File: config.mk
export PLATFORM = sky130hd
export DESIGN_NAME = sra_count_unit
export DESIGN_NICKNAME = d
export VERILOG_FILES = /design/src/rtl/core/sra_pkg.sv /design/src/rtl/core/sra_count_unit.sv
export SDC_FILE = /design/constraint.sdc
export NUM_CORES = 1
export LEC_CHECK = 0
export ABC_AREA = 1
export BUFFER_PORTS_ARGS = -buffer_cell sky130_fd_sc_hd__buf_2
export CAP_MARGIN = 20
export CORE_MARGIN = 4
export CORE_UTILIZATION = 55
export DETAILED_ROUTE_END_ITERATION = 8
export PLACE_DENSITY = 0.9
export SYNTH_ARGS = -nofsm -noshare
export SYNTH_HDL_FRONTEND = slang
export SYNTH_SLANG_ARGS = --single-unit
File: constraint.sdc
create_clock -name vclk -period 1.2
set_input_delay 0.12 -clock vclk [all_inputs]
set_output_delay 0.12 -clock vclk [all_outputs]
set_load 0.01 [all_outputs]
File: src/rtl/core/sra_pkg.sv
`default_nettype none

package sra_pkg;

  localparam int POS_W    = 10;
  localparam int STATUS_W = 3;

  typedef enum logic [1:0] {
    FN_ALLOC   = 2'd0,
    FN_SHARE   = 2'd1,
    FN_RELEASE = 2'd2,
    FN_INVALID = 2'd3
  } func_t;

  localparam logic [STATUS_W-1:0] ST_OK        = 3'd0;
  localparam logic [STATUS_W-1:0] ST_EXHAUSTED = 3'd1;
  localparam logic [STATUS_W-1:0] ST_FIFO_FULL = 3'd2;
  localparam logic [STATUS_W-1:0] ST_SATURATED = 3'd3;
  localparam logic [STATUS_W-1:0] ST_INVALID   = 3'd4;

  typedef enum logic {
    CU_INC = 1'b0,
    CU_DEC = 1'b1
  } cu_op_t;

  // compare results of the count unit
  typedef struct packed {
    logic zero;
    logic one;
    logic max;
  } cnt_flags_t;

endpackage

`default_nettype wire

File: src/rtl/core/sra_count_unit.sv
`default_nettype none

module sra_count_unit
  import sra_pkg::*;
#(
  parameter int COUNT_BITS = 16
) (
  input  wire cu_op_t                op,
  input  wire logic [COUNT_BITS-1:0] cnt,
  output      logic [COUNT_BITS-1:0] result,
  output      cnt_flags_t            flags
);

  // one add/subtract and the compares on the old count
  always_comb begin
    result     = (op == CU_DEC) ? cnt - COUNT_BITS'(1) : cnt + COUNT_BITS'(1);
    flags.zero = (cnt == '0);
    flags.one  = (cnt == COUNT_BITS'(1));
    flags.max  = &cnt;
  end

endmodule

`default_nettype wire

==> results.md, run 1 <==
* Post-synthesis cell area at 851 um^2
* Die Ht at 47.3 um
* Die W at 47.3 um
* Initial Util at 61.5%
* Compound-Gate Fraction of Synth Area at 4.12%
* Area leader, netlist: nand2_1
* Sequential fraction of the synthesis area at 0%
* Worst endpoint type: top-level output
* Syn Area/Cell at 4.60 um^2
* Hold_buf cts at 0
* Largest net degree at the start of global routing at 13
* Worst setup endpoint GRT: result[14]
* Placed cells at 245
* Yosys cell types at 20
* Simple-Gate Fraction of Synth Area at 76.5%
* I/O Buffers at 36
* Last stage: global routing (5_1_grt)
* Routability cong. at 0.937
* Area after DPL at 1120 um^2
* Gate Count Post-Synth at 185
* First Err: [ERROR DPL-0038] Utilization greater than 100%, impossible to legalize
* Io pins at 36
* Warnings from Yosys at 0
* Fraction of synthesized area in multiplexers at 0%
* Outcome: aborted with a tool error
* Mapped Nets at 205
* Post-synth top area share at 37.5%
* Xor/xnor share of the synthesized area at 6.18%
* Post-synthesis adder-cell area fraction at 4.41%
* Detailed-placement wirelength estimate at 2.25 mm
* Synth area leaders: nand2_1, nor2_1, nand3_1
* Main combinational cell family by area after synthesis: simple AND/OR/NAND/NOR gates
* Buffer count from post-CTS setup fixing at 0
* Row count at 13
## cells by family after synthesis
kind of cell               Yosys count
and+or+nand+nor                    150
buffers and inverters               19
AOI/OAI and AO/OA                    7
xor gates and xnor gates             6
adders and majority gates            3
## stage by stage
| step | hold WS [ns] | worst slack, ns |
|---|---|---|
| 2_1_floorplan | 0.284 | 0.216 |
| 4_1_cts | 0.508 | -0.00684 |
| 3_5_place_dp | 0.539 | -0.117 |
| 3_3_place_gp | 0.518 | -0.0577 |
## synth_stat cells
cell type / n
xor2_1: 5
xnor2_1: 1
nor2_2: 4
clkinv_2: 1
o21ai_1: 3
o21ai_0: 3
nor2_1: 32
nand2_2: 5
nand3b_1: 4
buf_2: 2
nand2_1: 85
inv_1: 14
nand3b_2: 1
ha_1: 3
a21oi_1: 1
nand3_1: 13
nand4_1: 4
nor2_4: 1
inv_2: 2
nor4_2: 1
## what timing repair did
action,CTS
pin swaps,7
resized for setup,20
endpoints found under the setup margin,11
==> run 2: changes to the inputs <==
--- a/config.mk
+++ b/config.mk
@@ -8,10 +8,10 @@
 export ABC_AREA = 1
 export BUFFER_PORTS_ARGS = -buffer_cell sky130_fd_sc_hd__buf_2
 export CAP_MARGIN = 20
-export CORE_MARGIN = 4
-export CORE_UTILIZATION = 55
+export CORE_AREA = 4 4 65 67
 export DETAILED_ROUTE_END_ITERATION = 8
-export PLACE_DENSITY = 0.9
+export DIE_AREA = 0 0 69 71
+export PLACE_DENSITY_LB_ADDON = 0.15
 export SYNTH_ARGS = -nofsm -noshare
 export SYNTH_HDL_FRONTEND = slang
 export SYNTH_SLANG_ARGS = --single-unit
==> run 2 against run 1 <==
Effect of this change:
- the flow now finishes without violations
- synthesized area unchanged
- synthesized cell count unchanged
==> results.md, run 2 <==
* Syn Area/Cell at 4.60 um^2 (unchanged)
* Row count at 22 (+9)
* Setup ws final at 0.0434 ns
* Vias in the first global route at 1119
* Vias at 1259
* Io pins at 36 (unchanged)
* I/O Buffers at 36 (unchanged)
* Maximum VDD drop at 118 uV
* Commonest cells in the netlist: nand2_1, nor2_1, inv_1
* Hold_buf cts at 0 (unchanged)
* Die Ht at 71 um (+50%)
* Total power at 0.430 mW
* Sequential cell area at 0 um^2
* Post-route minimum period at 1.16 ns
* Sequential fraction of the synthesis area at 0% (unchanged)
* Crit path arrival time at 1.04 ns
* Grt ovf at 0
* Max-Cap Viols at 0
* Gate Count Post-Synth at 185 (unchanged)
* Clock buf count at 0
* Pwr Density at 287 nW/um^2
* Period Utilization, post-route at 96.4%
* Layout area overhead at 75.9%
* Max Slew Vio Count at 0
* Core Region at 3630 um^2
* Worst Setup Start Kind: input pin
* Leading cell type in the layout, fill and taps excluded: nand2_1
* ANT cells at 0
* Sw Pwr at 0.239 mW
* Max Fclk at 0.865 GHz
* Area leader, netlist: nand2_1
* Routability cong. at 0.773 (-17%)
* CP Class: input pin to output port
* LEAKAGE at 0.735 nW
* Final number of setup-violating endpoints at 0
* Die ar. at 4900 um^2
* RSZ-0062 raised after global routing: yes
* Most frequent cell after synthesis: nand2_1
* Die W at 69 um (+46%)
* Detailed-placement wirelength estimate at 2.37 mm (+5.4%)
* Place WS at -0.122 ns (-0.00474 ns)
* Most frequent cells in the layout: nand2_1, buf_2, buf_4
* Yosys cell types at 20 (unchanged)
* Global-route wire length before repair at 4.87 mm
* Initial antenna violation count at 0
* Max Fanout on Critical Path at 6
* Average wire per standard cell at 10.1 um
* Warnings from Yosys at 0 (unchanged)
* Final nets at 259
* FF+latch count at 0
* Sw Ratio at 55.5%
* DRC Markers at 0
* WL final at 2.87 mm
* HP Class: input pin to output port
* Slew @ Worst Pin at 0.227 ns
* Final ANT Viol Nets at 0
* Largest net degree at the start of global routing at 18
* Reg power frac at 0%
* Post-synth top area share at 37.5% (unchanged)
* Power Internal at 0.191 mW
* Share of cells above drive strength 1 at 45.1%
* DR pass1 iterations at 4
* Crit path capture type: output port
* Initial Util at 23.4% (-38 points)
* Synth area leaders: nand2_1, nor2_1, nand3_1
* Combinational power share at 100.0%
* Normalized max-slew margin at 84.7%
* Mapped Nets at 205 (unchanged)
* Outcome: complete, no violations
* Post-synthesis cell area at 851 um^2 (unchanged)
* Final Hold Violating Endpoints at 0
* DRT iter0 DRCs at 53
* Clk network pwr share at 0%
* Vias/cell at 4.42
* Worst Path Required at 1.08 ns
* Total GRT Usage at 11.3%
run 2: path summary, 6_finish.rpt:
path	start	endpoint	slack, ns	cells after the start
hold / removal	cnt[5]	result[5]	0.61	4
setup / recovery	cnt[5]	result[13]	0.04	11
run 2: cell families (layout without fill, tap and decap cells):
kind of cell	count (synthesis)	after routing	synth area share, %
buf+inv	19	71	8.82
fa+ha+maj	3	3	4.41
simple gates	150	150	76.5
compound gates	7	7	4.12
xor+xnor	6	6	6.18
run 2: per-stage QoR:
stage          area, um^2  TNS [ns]  util [%]  cells  hold slack [ns]
3_3_place_gp         1220    -0.626      33.6    284            0.594
4_1_cts              1320         0      36.2    284            0.591
2_1_floorplan         851         0         -    185            0.284
5_1_grt              1500    -0.120      41.2    285            0.641
3_5_place_dp         1220    -0.720      33.6    284            0.597
6_report             1500         0      41.2    285            0.605
run 2: critical path: stages:
cell     delay, ns
buf_4         0.14
nor2_4        0.09
buf_4         0.11
nand2_1       0.05
nor2_2        0.15
nand2_2       0.05
nand2_1       0.05
nand2_1       0.05
nand2_1       0.05
nand2_1       0.05
buf_2         0.13
run 2: repair_timing:
action	4_1_cts	5_1_grt
endpoints found under the setup margin	12	14
resized for setup	27	61
pin swaps	6	19
buffers inserted	0	1
run 2: layer usage:
| metal | global-route usage [%] | up-vias | routed length (um) | share of wire, % |
|---|---|---|---|---|
| li1 | - | 679 | - | - |
| met1 | 14.5 | 542 | 1270 | 44 |
| met2 | 21.8 | 38 | 1450 | 50 |
| met3 | 0.852 | 0 | 154 | 5.4 |
| met4 | 0.217 | 0 | 0 | 0 |
| met5 | 0 | - | 0 | 0 |
run 2: power groups by stage:
stage / Clock [mW] / Sequential, mW / Combinational, mW
after detailed placement: 0 / 0 / 0.345
after global placement: 0 / 0 / 0.345
after CTS: 0 / 0 / 0.377
final: 0 / 0 / 0.430
after global routing: 0 / 0 / 0.476
after floorplan: 0 / 0 / 0.169
run 2: area by class of cell:
| class | count | area (um^2) |
|---|---|---|
| inverter | 17 | 77.6 |
| tap | 48 | 60.1 |
| multi-input combinational | 166 | 961 |
| timing repair buffer | 54 | 398 |
| fill | 422 | 2140 |
Note: power is estimated with default switching activity, not from simulation.
==> run 3: changes to the inputs <==
--- a/config.mk
+++ b/config.mk
@@ -5,7 +5,7 @@
 export SDC_FILE = /design/constraint.sdc
 export NUM_CORES = 1
 export LEC_CHECK = 0
-export ABC_AREA = 1
+export ABC_AREA = 0
 export BUFFER_PORTS_ARGS = -buffer_cell sky130_fd_sc_hd__buf_2
 export CAP_MARGIN = 20
 export CORE_AREA = 4 4 65 67
==> run 3 against run 2 <==
Effect of this change:
- the flow now finishes with violations (negative setup slack)
- synthesized cell count shrank 53%
- core utilization fell by 1.9 points
- cell count shrank 28%
- sequential share of layout area stayed put
- critical path depth shrank 4
- power decreased by 11%
- die area is the same
- final area shrank 4.5%
- combinational power down 11%
- first-iteration DRC count down 26%
- wire length is 11% lower
- count of clock-buffer cells in the layout stayed put
- critical path type unchanged
- highest routed layer unchanged
==> results.md, run 3 <==
* Outcome: complete, but fails checks
* Failing checks: negative setup slack
* Area leader, netlist: xnor2_1
* Final nets at 179 (-31%)
* Fraction of synthesized area in multiplexers at 1.57% (+1.6 points)
* Syn Area/Cell at 7.35 um^2 (+60%)
* Worst Path Required at 1.08 ns (about the same)
* Routability cong. at 0.735 (-5.0%)
* Yosys cell types at 36 (+80%)
* Row count at 22 (unchanged)
* Initial Util at 17.6% (-5.8 points)
* CP cell instances: buf_6 > or4_4 > nand2b_4 > buf_6 > o22ai_2 > xor2_1 > buf_2
* Most frequent cells in the layout: buf_2, buf_4, buf_6
* Final ANT Viol Nets at 0 (unchanged)
* Buf+Inv Stages, Crit Path at 3 (unchanged)
* Slew @ Worst Pin at 0.276 ns (+0.0496 ns)
* Gate Count Post-Synth at 87 (-53%)
* FF+latch count at 0 (unchanged)
* Global-route wire length before repair at 3.83 mm (-21%)
* LEAKAGE at 0.658 nW (-11%)
* Initial antenna violation count at 0 (unchanged)
* DR pass1 iterations at 4 (unchanged)
* DRC Markers at 0 (unchanged)
* Setup tns final at -5.39 ns (-5.39 ns)
* WL final at 2.57 mm (-11%)
* Largest delay share family, worst path: simple AND/OR/NAND/NOR gates
* Fillers at 384 (-9.0%)
* Mapped Nets at 107 (-48%)
* Post-synthesis adder-cell area fraction at 5.87% (+1.5 points)
* Simple-Gate Fraction of Synth Area at 50.5% (-26 points)
* Cell mode on critical path: buf_6
* Sequential fraction of the synthesis area at 0% (unchanged)
* Post-synth top area share at 11.0% (-27 points)
* Io pins at 36 (unchanged)
* Leading cell type in the layout, fill and taps excluded: buf_2
* Worst Setup Start Kind: input pin
* Grt ovf at 0 (unchanged)
* Pwr Density at 267 nW/um^2 (-7.1%)
* Area after DPL at 1070 um^2 (-12%)
* Largest net degree at the start of global routing at 9 (-9)
* Layout area overhead at 123%
* Compound-Gate Fraction of Synth Area at 9.39% (+5.3 points)
* Die ar. at 4900 um^2 (unchanged)
* Total GRT Usage at 8.99% (-2.3 points)
* Max Slew Vio Count at 0 (unchanged)
* Post-route cell area at 1430 um^2 (-4.5%)
* HP Class: input pin to output port
* Die Ht at 71 um (unchanged)
* Post-route minimum period at 1.67 ns (+0.509 ns)
* RSZ-0062 raised after global routing: yes
* Total power at 0.382 mW (-11%)
* Main combinational cell family by area after synthesis: simple AND/OR/NAND/NOR gates
* Post-synthesis cell area at 639 um^2 (-25%)
* Sequential cell area at 0 um^2 (unchanged)
* Vias/cell at 4.31 (-2.5%)
* Max-Cap Viols at 0 (unchanged)
* Vias at 883 (-30%)
* Commonest cells in the netlist: nand2_1, xnor2_1, xor2_1
* Maximum VDD drop at 136 uV (+15%)
* Average wire per standard cell at 12.5 um (+24%)
* Clock buf count at 0 (unchanged)
* Die W at 69 um (unchanged)
* I/O Buffers at 36 (unchanged)
* Detailed-placement wirelength estimate at 1.94 mm (-18%)
* ANT cells at 0 (unchanged)
* DRT iter0 DRCs at 39 (-26%)
* Share of cells above drive strength 1 at 69.4% (+24 points)
* Vias in the first global route at 857 (-23%)
* Period Utilization, post-route at 139% (+42 points)
* Core Region at 3630 um^2 (unchanged)
* Setup ws final at -0.466 ns (-0.509 ns)
* Xor/xnor share of the synthesized area at 20.5% (+14 points)
* Hold_buf cts at 0 (unchanged)
* Max Fclk at 0.600 GHz (-31%)
* Normalized max-slew margin at 81.4% (-3.3 points)
* Crit-path slowest cell: or4_4
* CP Class: input pin to output port
* Crit path arrival time at 1.55 ns (+0.51 ns)
* Final Hold Violating Endpoints at 0 (unchanged)
* Final number of setup-violating endpoints at 16 (+16)
* Delay of the slowest critical-path stage at 0.57 ns (+0.42 ns)
* Max Fanout on Critical Path at 3 (-3)
* Warnings from Yosys at 0 (unchanged)
* Crit path capture type: output port
* Multi-input gate area at 753 um^2 (-22%)
* Synth area leaders: xnor2_1, xor2_1, ha_1
-- run 3: cell count changes after synthesis, sizes merged, moves of 4 or more --
cell,delta
buf,+4
nand2,-82
nand3,-9
o22ai,+4
nand3b,-4
xnor2,+7
nor2,-31
inv,-12
-- run 3: layout make-up --
cell class | instances | area share, %
Inverter | 4 | 1.40
Multi-Input combinational cell | 77 | 52.7
Tap cell | 48 | 4.20
Timing Repair Buffer | 76 | 41.7
-- run 3: metrics by stage --
step	utilization (%)	setup slack (ns)	cells	hold slack, ns
2_1_floorplan	-	-0.352	87	0.284
3_3_place_gp	29.5	-0.571	194	0.560
3_5_place_dp	29.5	-0.624	194	0.559
4_1_cts	33.5	-0.499	195	0.582
5_1_grt	39.3	-0.536	205	0.602
6_report	39.3	-0.466	205	0.575
-- run 3: worst paths after layout --
kind	from	end	depth (start not counted)
worst max-delay path	cnt[7]	result[10]	7
worst min-delay path	cnt[15]	result[15]	3
-- run 3: tightest hold or removal path, delay by kind of cell --
kind	cells	cell delay, ns
xor+xnor	1	0.07
buf+inv	2	0.26
-- run 3: kinds of logic after synthesis --
logic type | after synthesis
adder cells (fa/ha/maj) | 3
AO/OA/AOI/OAI | 10
buffers and inverters | 10
AND/OR/NAND/NOR | 48
XOR/XNOR | 15
multiplexers | 1
-- run 3: layer usage --
metal	global-route usage [%]	routed length, um	share of wire (%)
met5	0	0	0
met4	0	0	0
met3	1.14	105	4.1
met2	17.3	1320	51
met1	11.3	1140	45
-- run 3: what timing repair did --
action,CTS,global route
endpoints found under the setup margin,16,17
pin swaps,15,19
buffers inserted,2,13
gates resized for setup,33,29
-- run 3: where the power goes --
group          switching (mW)  internal (mW)  leakage, nW
sequential                  0              0            0
combinational           0.179          0.203        0.658
clock                       0              0            0
total                   0.179          0.203        0.658
